--- config.mk ---
export PLATFORM = sky130hd
export DESIGN_NAME = convex_fan_vertex_setup_unit
export DESIGN_NICKNAME = d
export VERILOG_FILES = /design/src/cfvs_pkg.sv /design/src/convex_fan_vertex_setup_unit.sv /design/src/cfvs_front.sv /design/src/cfvs_queue.sv /design/src/cfvs_back.sv
export VERILOG_INCLUDE_DIRS = /design/src /design/src/src
export SDC_FILE = /design/constraint.sdc
export NUM_CORES = 2
export LEC_CHECK = 0
export ABC_AREA = 1
export ABC_CLOCK_PERIOD_IN_PS = 12800
export BUFFER_PORTS_ARGS = -buffer_cell sky130_fd_sc_hd__buf_2
export CORE_ASPECT_RATIO = 1.1
export CORE_MARGIN = 8
export CORE_UTILIZATION = 65
export DETAILED_ROUTE_END_ITERATION = 7
export GPL_TIMING_DRIVEN = 0
export PLACE_DENSITY = 0.82
export SKIP_CTS_REPAIR_TIMING = 1
export SYNTH_ARGS = -nofsm -noshare
export SYNTH_HDL_FRONTEND = slang
export SYNTH_HIERARCHICAL = 1
export SYNTH_SLANG_ARGS = --single-unit
--- constraint.sdc ---
create_clock -name clk -period 12.8 [get_ports clk]
set_input_delay 0.64 -clock clk [delete_from_list [all_inputs] [get_ports clk]]
set_output_delay 0.64 -clock clk [all_outputs]
set_load 0.005 [all_outputs]
--- src/convex_fan_vertex_setup_unit_macros.svh ---
// Assertion macros shared by the fan setup RTL.
// No dependencies; included by the modules that carry assertions.
`ifndef CONVEX_FAN_VERTEX_SETUP_UNIT_MACROS_SVH
`define CONVEX_FAN_VERTEX_SETUP_UNIT_MACROS_SVH

// Same-cycle implication.
`define CFVS_ASSERT_IMP(label, clk, rst, ante, cons) \
  label: assert property (@(posedge clk) disable iff (rst) (ante) |-> (cons)) \
    else $error("cfvs: implication check failed");

// Next-cycle implication.
`define CFVS_ASSERT_NXT(label, clk, rst, ante, cons) \
  label: assert property (@(posedge clk) disable iff (rst) (ante) |=> (cons)) \
    else $error("cfvs: next-cycle check failed");

`endif

--- src/cfvs_pkg.sv ---
// Package for the convex fan vertex setup unit: constants, payload and job types.
// No dependencies.
`timescale 1ns / 1ps
`default_nettype none

package cfvs_pkg;

  localparam int MAX_POINTS = 62;
  localparam int IDX_W      = 6;
  localparam int COORD_W    = 16;
  localparam int TEX_W      = 17;
  localparam int FRAC_STEPS = 16;
  localparam logic [IDX_W-1:0] MIN_FAN_POINTS = 6'd3;
  localparam logic [IDX_W-1:0] MAX_POINTS_V   = 6'(MAX_POINTS);
  localparam logic [TEX_W-1:0] ONE_Q4         = 17'd16;
  localparam logic [TEX_W-1:0] TEX_ONE        = 17'h10000;

  typedef struct packed {
    logic signed [COORD_W-1:0] x;
    logic signed [COORD_W-1:0] y;
  } point_t;

  typedef struct packed {
    logic        [IDX_W-1:0]   point_index;
    logic signed [COORD_W-1:0] point_x;
    logic signed [COORD_W-1:0] point_y;
  } item_t;

  typedef struct packed {
    logic        [IDX_W-1:0]   vertex_slot;
    logic signed [COORD_W-1:0] pos_x;
    logic signed [COORD_W-1:0] pos_y;
    logic        [TEX_W-1:0]   tex_u;
    logic        [TEX_W-1:0]   tex_v;
    logic                      last_of_run;
  } vertex_t;

  typedef struct packed {
    logic [IDX_W-1:0] count;
  } job_t;

  typedef struct packed {
    logic push;
    logic pop;
  } queue_ctl_t;

  typedef enum logic [2:0] {
    S_IDLE,
    S_SCAN_RD,
    S_SCAN_ACC,
    S_SETUP,
    S_FETCH,
    S_LOAD,
    S_DIV,
    S_OUT
  } back_state_t;

endpackage

`default_nettype wire

--- src/convex_fan_vertex_setup_unit.sv ---
// Top level of the convex fan vertex setup unit.
// Depends on cfvs_pkg, cfvs_front, cfvs_queue and cfvs_back.
`timescale 1ns / 1ps
`default_nettype none

// Each transaction on start/item writes one polygon point into the 62-entry
// store (an index of 62 or more writes nothing) and, when the point count is at
// least three (values above 62 act as 62), produces a triangle fan of n+2
// vertices: slot 0 is the bounding-box centre, slots 1..n the stored points,
// slot n+1 the first point again. Each vertex appears on the vertex port for
// exactly one cycle with vertex_strobe high; the receiver cannot stall, so it
// must take every strobe. busy stays high from the cycle after an accepted
// item until its last vertex has gone out; an item that yields no fan leaves
// busy low. Per item, with n points in use, the back end takes the job from
// the queue, scans the bounds (one store read and one compare per point), runs
// a setup step, then for each vertex fetches its point (the centre needs no
// fetch), loads it and runs the 16-step bit-serial divider that forms both
// texture coordinates. The store reads as zero after reset (per-entry valid
// bits, no clearing pass). The point count is written through
// cfg_valid/cfg_ready, which is always ready; write it only while idle.
module convex_fan_vertex_setup_unit (
  input  logic                       clk,
  input  logic                       rst,
  input  logic                       start,
  output logic                       busy,
  input  cfvs_pkg::item_t            item,
  input  logic                       cfg_valid,
  output logic                       cfg_ready,
  input  logic [cfvs_pkg::IDX_W-1:0] cfg_data,
  output logic                       vertex_strobe,
  output cfvs_pkg::vertex_t          vertex
);

  logic                       accept;
  logic                       job_push;
  logic                       job_valid;
  logic                       job_pop;
  logic                       back_active;
  cfvs_pkg::job_t             push_job;
  cfvs_pkg::job_t             head_job;
  cfvs_pkg::queue_ctl_t       q_ctl;
  logic [cfvs_pkg::IDX_W-1:0] rd_addr;
  cfvs_pkg::point_t           rd_point;

  // one item in flight at a time: the back end reads the store the front writes
  assign busy      = job_valid || back_active;
  assign accept    = start && !busy;
  assign cfg_ready = 1'b1;

  assign q_ctl.push = job_push;
  assign q_ctl.pop  = job_pop;

  cfvs_front u_front (
    .clk      (clk),
    .rst      (rst),
    .accept   (accept),
    .item     (item),
    .cfg_we   (cfg_valid && cfg_ready),
    .cfg_data (cfg_data),
    .rd_addr  (rd_addr),
    .rd_point (rd_point),
    .job_push (job_push),
    .job      (push_job)
  );

  cfvs_queue u_queue (
    .clk       (clk),
    .rst       (rst),
    .ctl       (q_ctl),
    .wr_job    (push_job),
    .not_empty (job_valid),
    .rd_job    (head_job)
  );

  cfvs_back u_back (
    .clk           (clk),
    .rst           (rst),
    .job_valid     (job_valid),
    .job           (head_job),
    .job_pop       (job_pop),
    .rd_addr       (rd_addr),
    .rd_point      (rd_point),
    .active        (back_active),
    .vertex_strobe (vertex_strobe),
    .vertex        (vertex)
  );

endmodule

`default_nettype wire

--- src/cfvs_front.sv ---
// Front end: count register, point store with valid bits, job classification.
// Depends on cfvs_pkg.
`timescale 1ns / 1ps
`default_nettype none

module cfvs_front (
  input  logic                          clk,
  input  logic                          rst,
  input  logic                          accept,
  input  cfvs_pkg::item_t               item,
  input  logic                          cfg_we,
  input  logic [cfvs_pkg::IDX_W-1:0]    cfg_data,
  input  logic [cfvs_pkg::IDX_W-1:0]    rd_addr,
  output cfvs_pkg::point_t              rd_point,
  output logic                          job_push,
  output cfvs_pkg::job_t                job
);

  logic [cfvs_pkg::IDX_W-1:0]      fan_size;
  logic [cfvs_pkg::MAX_POINTS-1:0] valid;
  cfvs_pkg::point_t                mem [cfvs_pkg::MAX_POINTS];
  cfvs_pkg::point_t                rd_q;
  logic                            rd_ok;
  logic                            wr_en;
  logic [cfvs_pkg::IDX_W-1:0]      n_clamp;

  assign wr_en = accept && (item.point_index < cfvs_pkg::MAX_POINTS_V);

  always_ff @(posedge clk) begin
    if (rst) begin
      fan_size <= '0;
    end else if (cfg_we) begin
      fan_size <= cfg_data;
    end
  end

  // valid bits stand in for the all-zero reset of the store
  always_ff @(posedge clk) begin
    if (rst) begin
      valid <= '0;
    end else if (wr_en) begin
      valid[item.point_index] <= 1'b1;
    end
  end

  always_ff @(posedge clk) begin
    if (wr_en) begin
      mem[item.point_index] <= '{x: item.point_x, y: item.point_y};
    end
  end

  always_ff @(posedge clk) begin
    rd_q  <= mem[rd_addr];
    rd_ok <= valid[rd_addr];
  end

  assign rd_point = rd_ok ? rd_q : '0;

  assign n_clamp   = (fan_size > cfvs_pkg::MAX_POINTS_V) ? cfvs_pkg::MAX_POINTS_V
                                                       : fan_size;
  assign job_push  = accept && (n_clamp >= cfvs_pkg::MIN_FAN_POINTS);
  assign job.count = n_clamp;

endmodule

`default_nettype wire

--- src/cfvs_queue.sv ---
// Two-entry job queue between front and back.
// Depends on cfvs_pkg.
`timescale 1ns / 1ps
`default_nettype none

module cfvs_queue (
  input  logic                clk,
  input  logic                rst,
  input  cfvs_pkg::queue_ctl_t ctl,
  input  cfvs_pkg::job_t      wr_job,
  output logic                not_empty,
  output cfvs_pkg::job_t      rd_job
);

  cfvs_pkg::job_t entries [2];
  logic           wr_ptr;
  logic           rd_ptr;
  logic [1:0]     fill;
  logic           do_push;
  logic           do_pop;

  assign do_push   = ctl.push && (fill != 2'd2);
  assign do_pop    = ctl.pop && (fill != 2'd0);
  assign not_empty = (fill != 2'd0);
  assign rd_job    = entries[rd_ptr];

  always_ff @(posedge clk) begin
    if (do_push) begin
      entries[wr_ptr] <= wr_job;
    end
  end

  always_ff @(posedge clk) begin
    if (rst) begin
      wr_ptr <= 1'b0;
      rd_ptr <= 1'b0;
      fill   <= 2'd0;
    end else begin
      if (do_push) wr_ptr <= ~wr_ptr;
      if (do_pop)  rd_ptr <= ~rd_ptr;
      fill <= fill + {1'b0, do_push} - {1'b0, do_pop};
    end
  end

endmodule

`default_nettype wire

--- src/cfvs_back.sv ---
// Back end: bounds scan, centre and span setup, per-vertex texture division, emit.
// Depends on cfvs_pkg and the assertion macro header.
`timescale 1ns / 1ps
`default_nettype none
`include "convex_fan_vertex_setup_unit_macros.svh"

module cfvs_back (
  input  logic                       clk,
  input  logic                       rst,
  input  logic                       job_valid,
  input  cfvs_pkg::job_t             job,
  output logic                       job_pop,
  output logic [cfvs_pkg::IDX_W-1:0] rd_addr,
  input  cfvs_pkg::point_t           rd_point,
  output logic                       active,
  output logic                       vertex_strobe,
  output cfvs_pkg::vertex_t          vertex
);

  cfvs_pkg::back_state_t state, state_next;

  logic [cfvs_pkg::IDX_W-1:0]          n;
  logic [cfvs_pkg::IDX_W-1:0]          idx;
  logic [cfvs_pkg::IDX_W-1:0]          slot;
  logic signed [cfvs_pkg::COORD_W-1:0] min_x, min_y, max_x, max_y;
  logic signed [cfvs_pkg::COORD_W-1:0] cen_x, cen_y, cur_x, cur_y;
  logic [cfvs_pkg::TEX_W-1:0]          span_x, span_y;
  logic [cfvs_pkg::TEX_W-1:0]          rem_u, rem_v, q_u, q_v;
  logic [3:0]                          step;

  logic                                is_last;
  cfvs_pkg::point_t                    src;
  logic [cfvs_pkg::TEX_W-1:0]          dx, dy, sx, sy, r2u, r2v;
  logic [cfvs_pkg::TEX_W-1:0]          sum_x, sum_y;
  logic                                bu, bv;

  assign is_last = (slot == n + 6'd1);
  assign src     = (slot == '0) ? cfvs_pkg::point_t'{x: cen_x, y: cen_y} : rd_point;

  always_comb begin
    dx    = {src.x[15], src.x} - {min_x[15], min_x};
    dy    = {src.y[15], src.y} - {min_y[15], min_y};
    sx    = {max_x[15], max_x} - {min_x[15], min_x};
    sy    = {max_y[15], max_y} - {min_y[15], min_y};
    sum_x = {max_x[15], max_x} + {min_x[15], min_x};
    sum_y = {max_y[15], max_y} + {min_y[15], min_y};
    r2u   = {rem_u[15:0], 1'b0};
    r2v   = {rem_v[15:0], 1'b0};
    bu    = (r2u >= span_x);
    bv    = (r2v >= span_y);
  end

  always_ff @(posedge clk) begin
    if (rst) begin
      state <= cfvs_pkg::S_IDLE;
    end else begin
      state <= state_next;
    end
  end

  always_comb begin
    state_next    = state;
    job_pop       = 1'b0;
    rd_addr       = idx;
    vertex_strobe = 1'b0;
    case (state)
      cfvs_pkg::S_IDLE: begin
        if (job_valid) begin
          job_pop    = 1'b1;
          state_next = cfvs_pkg::S_SCAN_RD;
        end
      end
      cfvs_pkg::S_SCAN_RD:  state_next = cfvs_pkg::S_SCAN_ACC;
      cfvs_pkg::S_SCAN_ACC: begin
        state_next = (idx == n - 6'd1) ? cfvs_pkg::S_SETUP : cfvs_pkg::S_SCAN_RD;
      end
      cfvs_pkg::S_SETUP: state_next = cfvs_pkg::S_LOAD;
      cfvs_pkg::S_FETCH: begin
        rd_addr    = is_last ? '0 : slot - 6'd1;
        state_next = cfvs_pkg::S_LOAD;
      end
      cfvs_pkg::S_LOAD: state_next = cfvs_pkg::S_DIV;
      cfvs_pkg::S_DIV: begin
        if (step == 4'(cfvs_pkg::FRAC_STEPS - 1)) state_next = cfvs_pkg::S_OUT;
      end
      cfvs_pkg::S_OUT: begin
        vertex_strobe = 1'b1;
        state_next    = is_last ? cfvs_pkg::S_IDLE : cfvs_pkg::S_FETCH;
      end
      default: state_next = cfvs_pkg::S_IDLE;
    endcase
  end

  always_ff @(posedge clk) begin
    case (state)
      cfvs_pkg::S_IDLE: begin
        n   <= job.count;
        idx <= '0;
      end
      cfvs_pkg::S_SCAN_ACC: begin
        if (idx == '0 || rd_point.x < min_x) min_x <= rd_point.x;
        if (idx == '0 || rd_point.y < min_y) min_y <= rd_point.y;
        if (idx == '0 || rd_point.x > max_x) max_x <= rd_point.x;
        if (idx == '0 || rd_point.y > max_y) max_y <= rd_point.y;
        idx <= idx + 6'd1;
      end
      cfvs_pkg::S_SETUP: begin
        span_x <= (sx == '0) ? cfvs_pkg::ONE_Q4 : sx;
        span_y <= (sy == '0) ? cfvs_pkg::ONE_Q4 : sy;
        // arithmetic shift of the 17-bit sum gives floor((min+max)/2)
        cen_x  <= sum_x[16:1];
        cen_y  <= sum_y[16:1];
        slot   <= '0;
      end
      cfvs_pkg::S_LOAD: begin
        // offset never exceeds span, so the integer quotient bit is 0 or 1
        cur_x <= src.x;
        cur_y <= src.y;
        q_u   <= {16'd0, dx >= span_x};
        q_v   <= {16'd0, dy >= span_y};
        rem_u <= (dx >= span_x) ? dx - span_x : dx;
        rem_v <= (dy >= span_y) ? dy - span_y : dy;
        step  <= '0;
      end
      cfvs_pkg::S_DIV: begin
        q_u   <= {q_u[15:0], bu};
        q_v   <= {q_v[15:0], bv};
        rem_u <= bu ? r2u - span_x : r2u;
        rem_v <= bv ? r2v - span_y : r2v;
        step  <= step + 4'd1;
      end
      cfvs_pkg::S_OUT: begin
        slot <= slot + 6'd1;
      end
      default: begin
      end
    endcase
  end

  assign active             = (state != cfvs_pkg::S_IDLE);
  assign vertex.vertex_slot = slot;
  assign vertex.pos_x       = cur_x;
  assign vertex.pos_y       = cur_y;
  assign vertex.tex_u       = q_u;
  assign vertex.tex_v       = q_v;
  assign vertex.last_of_run = is_last;

  `CFVS_ASSERT_NXT(a_last_ends_fan, clk, rst, vertex_strobe && vertex.last_of_run,
                   state == cfvs_pkg::S_IDLE)
  `CFVS_ASSERT_IMP(a_tex_in_range, clk, rst, vertex_strobe,
                   vertex.tex_u <= cfvs_pkg::TEX_ONE && vertex.tex_v <= cfvs_pkg::TEX_ONE)
  `CFVS_ASSERT_IMP(a_bounds_ordered, clk, rst, state == cfvs_pkg::S_SETUP,
                   min_x <= max_x && min_y <= max_y)
  `CFVS_ASSERT_IMP(a_job_big_enough, clk, rst, job_pop,
                   job.count >= cfvs_pkg::MIN_FAN_POINTS)

endmodule

`default_nettype wire

==> impl_metrics.csv <==
group,metric,value,unit
logic_synthesis,synth_cell_type_count,59,
worst_setup_path,worstPathArrival,7270,ps
route,final_antenna_net_count,0,
finish,layout-drive-gt1-share,9.96,%
worst_setup_path,path_class,"reg -> reg",
worst_setup_path,crit_slowest_cell,"clkbuf_1",
logic_synthesis,synth.cells.most_frequent,"nand2_1 (3002), edfxtp_1 (2246), nand3_1 (1981)",
placement,gp_congestion,1.05,
logic_synthesis,synth.most_common_cell,"nand2_1",
timing,fin_ws,6350,ps
clocking,clock_tree.root_cell,"clkbuf_16",
timing,clock.fmax,155,MHz
route,drc,1,
floorplanning,start_util,65.4,%
logic_synthesis,yosysSeqAreaShare,66.5,%
timing,setup_tns,0,ps
worst_setup_path,path_cells,"inv_1 -> ha_1 -> or2_2 -> a21oi_1 -> o21ai_0 -> nor2_1 -> nand3_1 -> nand2_1 -> o22ai_2 -> clkbuf_1 -> clkbuf_1 -> nand3_1 -> nand3_1 -> nand3_1 -> nand2_1 -> nand2_1 -> nand2_1",
logic_synthesis,synth_edf_count,2246,
route,routed_wl,378000,µm
worst_setup_path,cp.required,13610,ps
worst_setup_path,cp-end-kind,"flip-flop",
worst_setup_path,cp_slowest_stage_delay,1220,ps
finish,finalNetCount,10466,
route,drt-pass1-iter-count,8,
run,drv_cap,5,
pwr,pwr_density_cell,210,nW/µm²
grt,grt_pass1_vias,77996,
worst_setup_path,critical_path.max_fanout,10,
timing,final-max-slew-violation-count,188,
logic_synthesis,yosys_warnings,6,
worst_setup_path,cp_num_buf_inv,3,
run_status,status,"complete, but fails checks",
clocking,cts_tree,"built",
placement,portBuffers,121,
placement,pre_cts_ws,6980,ps
logic_synthesis,syn_area,105000,µm²
placement,dpl.hpwl,257000,µm
timing,worst_pin_slew,1580,ps
timing,relSlewSlack,-5.35,%
floorplanning,core-area,160000,µm²
logic_synthesis,synthTopCellsByArea,"edfxtp_1 (64%), nand2_1 (11%), nand3_1 (9.5%), ha_1 (2.8%), dfxtp_1 (2.1%)",
timing,timing.final.crit_period,6450,ps
route,via_per_inst,6.58,
floorplanning,fp.dieH,437,µm
clocking,cts_buffers,223,
logic_synthesis,synth.largest_area_cell,"edfxtp_1",
timing,finalClockSkew,35.0,ps
route,vias,82220,
clocking,clockBufferDepth,3,
clocking,clock_latency,890,ps
timing,holdWs,-2.15,ps
floorplanning,rows,154,
floorplanning,fp.dieW,399,µm
route,wire_per_inst,30.2,µm
finish,area_growth,12.2,%
clocking,clkSlewWorstSetupHoldPaths,70,ps
clocking,cts_max_level,4,
timing,hold_viol_final,1,
pwr,vdd_drop_max,0.175,mV
clocking,cts_sinks,2355,
timing,setup_viol,0,
pwr,p_leak,0.0455,µW
timing,grt_setup_unrepaired,"no",
grt,grt_first_pass_wirelength,528000,µm
worst_setup_path,start_kind,"flip-flop",
logic_synthesis,synth_fp_nets,10041,
logic_synthesis,synthFlopType,"edfxtp_1",
worst_setup_path,crit_family,"buffers and inverters",
grt,grt_antenna_before_repair,28,
logic_synthesis,synthCells,9748,
timing,fin_crit_sh,50.4,%
floorplanning,io_pins,124,
grt,track_usage,42.2,%
logic_synthesis,synth.ff_latch_count,2355,
floorplanning,fp.dieArea,174000,µm²
grt,grt.overflow.total,0,
logic_synthesis,yosys.area.top_type_share,64.4,%
worst_hold_path,hold_class,"in -> reg",
logic_synthesis,syn_avg_cell_area,10.7,µm²
run_status,failed_checks,"DRC, hold timing, capacitance limit, slew limit",
grt,grt_max_degree,63,
route,drt-initial-drc-count,13112,
logic_synthesis,async_reset_ff_share,0,%
sequential cells by signal, indices dropped and copies added (netlist names), 12 cells and up, named ones only:
signal / count
u_front/mem: 1984
u_front/valid: 62
u_front/rd_q: 32
u_back/q_u: 17
u_back/q_v: 17
u_back/span_x: 17
u_back/span_y: 17
u_back/cen_x: 16
u_back/cen_y: 16
u_back/cur_x: 16
u_back/cur_y: 16
u_back/max_x: 16
u_back/max_y: 16
u_back/min_x: 16
u_back/min_y: 16
u_back/rem_u: 16
u_back/rem_v: 16
u_queue/entries: 12
cell type report:
| class | count | area [µm²] |
|---|---|---|
| Buffer | 507 | 2580 |
| Multi-Input combinational cell | 6352 | 31000 |
| Tap cell | 2106 | 2640 |
| Sequential cell | 2355 | 69600 |
| Inverter | 534 | 2010 |
| Clock buffer | 296 | 5990 |
| Clock inverter | 117 | 1150 |
| Antenna cell | 19 | 47.5 |
| Fill cell | 10334 | 42700 |
| Timing Repair Buffer | 200 | 2410 |
layout by cell type, fill, tap and decap left out, types with 26 or more instances in the layout:
cell type,n
a21oi_1,235
buf_1,30
buf_12,49
buf_16,26
buf_2,396
buf_4,54
buf_6,26
clkbuf_1,182
clkbuf_16,226
clkinv_1,47
clkinv_2,32
dfxtp_1,109
edfxtp_1,2246
ha_1,235
inv_1,525
mux2_2,34
nand2_1,3002
nand3_1,1981
nand3b_1,35
nor2_1,359
nor2_4,64
nor3_1,39
o21ai_0,77
xnor2_1,42
xor2_1,64
final timing paths:
kind | from | end | slack, ps | cells after the start
worst max-delay path | u_back/n[0] | u_front/rd_q[4] | 6350 | 17
worst min-delay path | cfg_data[0] | u_front/fan_size[0] | -2 | 3
worst max register to register | u_back/n[0] | u_front/rd_q[4] | 6350 | 17
worst min register to register | u_front/valid[58] | u_front/valid[58] | 470 | 2
kinds of logic (layout without fill, tap and decap cells):
| family | Yosys count | count (layout) | share of synthesized area [%] |
|---|---|---|---|
| AND/OR/NAND/NOR | 5564 | 5564 | 22.8 |
| AO/OA/AOI/OAI | 402 | 402 | 2.13 |
| multiplexers | 34 | 34 | 0.366 |
| XOR/XNOR | 106 | 106 | 0.887 |
| other | 1 | 20 | 0.00358 |
| adder cells (fa/ha/maj) | 245 | 245 | 3.00 |
| flip-flops | 2355 | 2355 | 66.5 |
| buffers and inverters | 1041 | 1654 | 4.38 |
per-stage QoR:
step                instances  instance area [µm²]  total power (µW)  hold WS, ps  utilization, %
global route            12467               117000             25200         1.74            73.3
global placement        11975               108000             17500          446            67.4
finish                  12486               117000             24700        -2.15            73.4
CTS                     12466               117000             24100        -29.2            73.3
detailed placement      12053               110000             17700          458            68.8
floorplan                9748               105000             13800          433               -
report_power, final:
part	switching [µW]	leakage [µW]	total [µW]	internal, µW
clock network	2910	0.00345	6520	3610
logic	7110	0.0209	9300	2190
registers	96.8	0.0211	8840	8740
total	10100	0.0455	24700	14500
worst min-delay path, stage by stage:
cell     delay (ps)
buf_2            90
nand2_1          50
a21oi_1          50
layer usage:
metal  wire [µm]  share of wire (%)  GRT usage [%]
met3       55100                 15           13.8
met4       35200                9.3           30.9
met5         143              0.038         0.0279
met2      167000                 44           64.4
met1      120000                 32           50.2
Power figures use the tool's default switching activity.
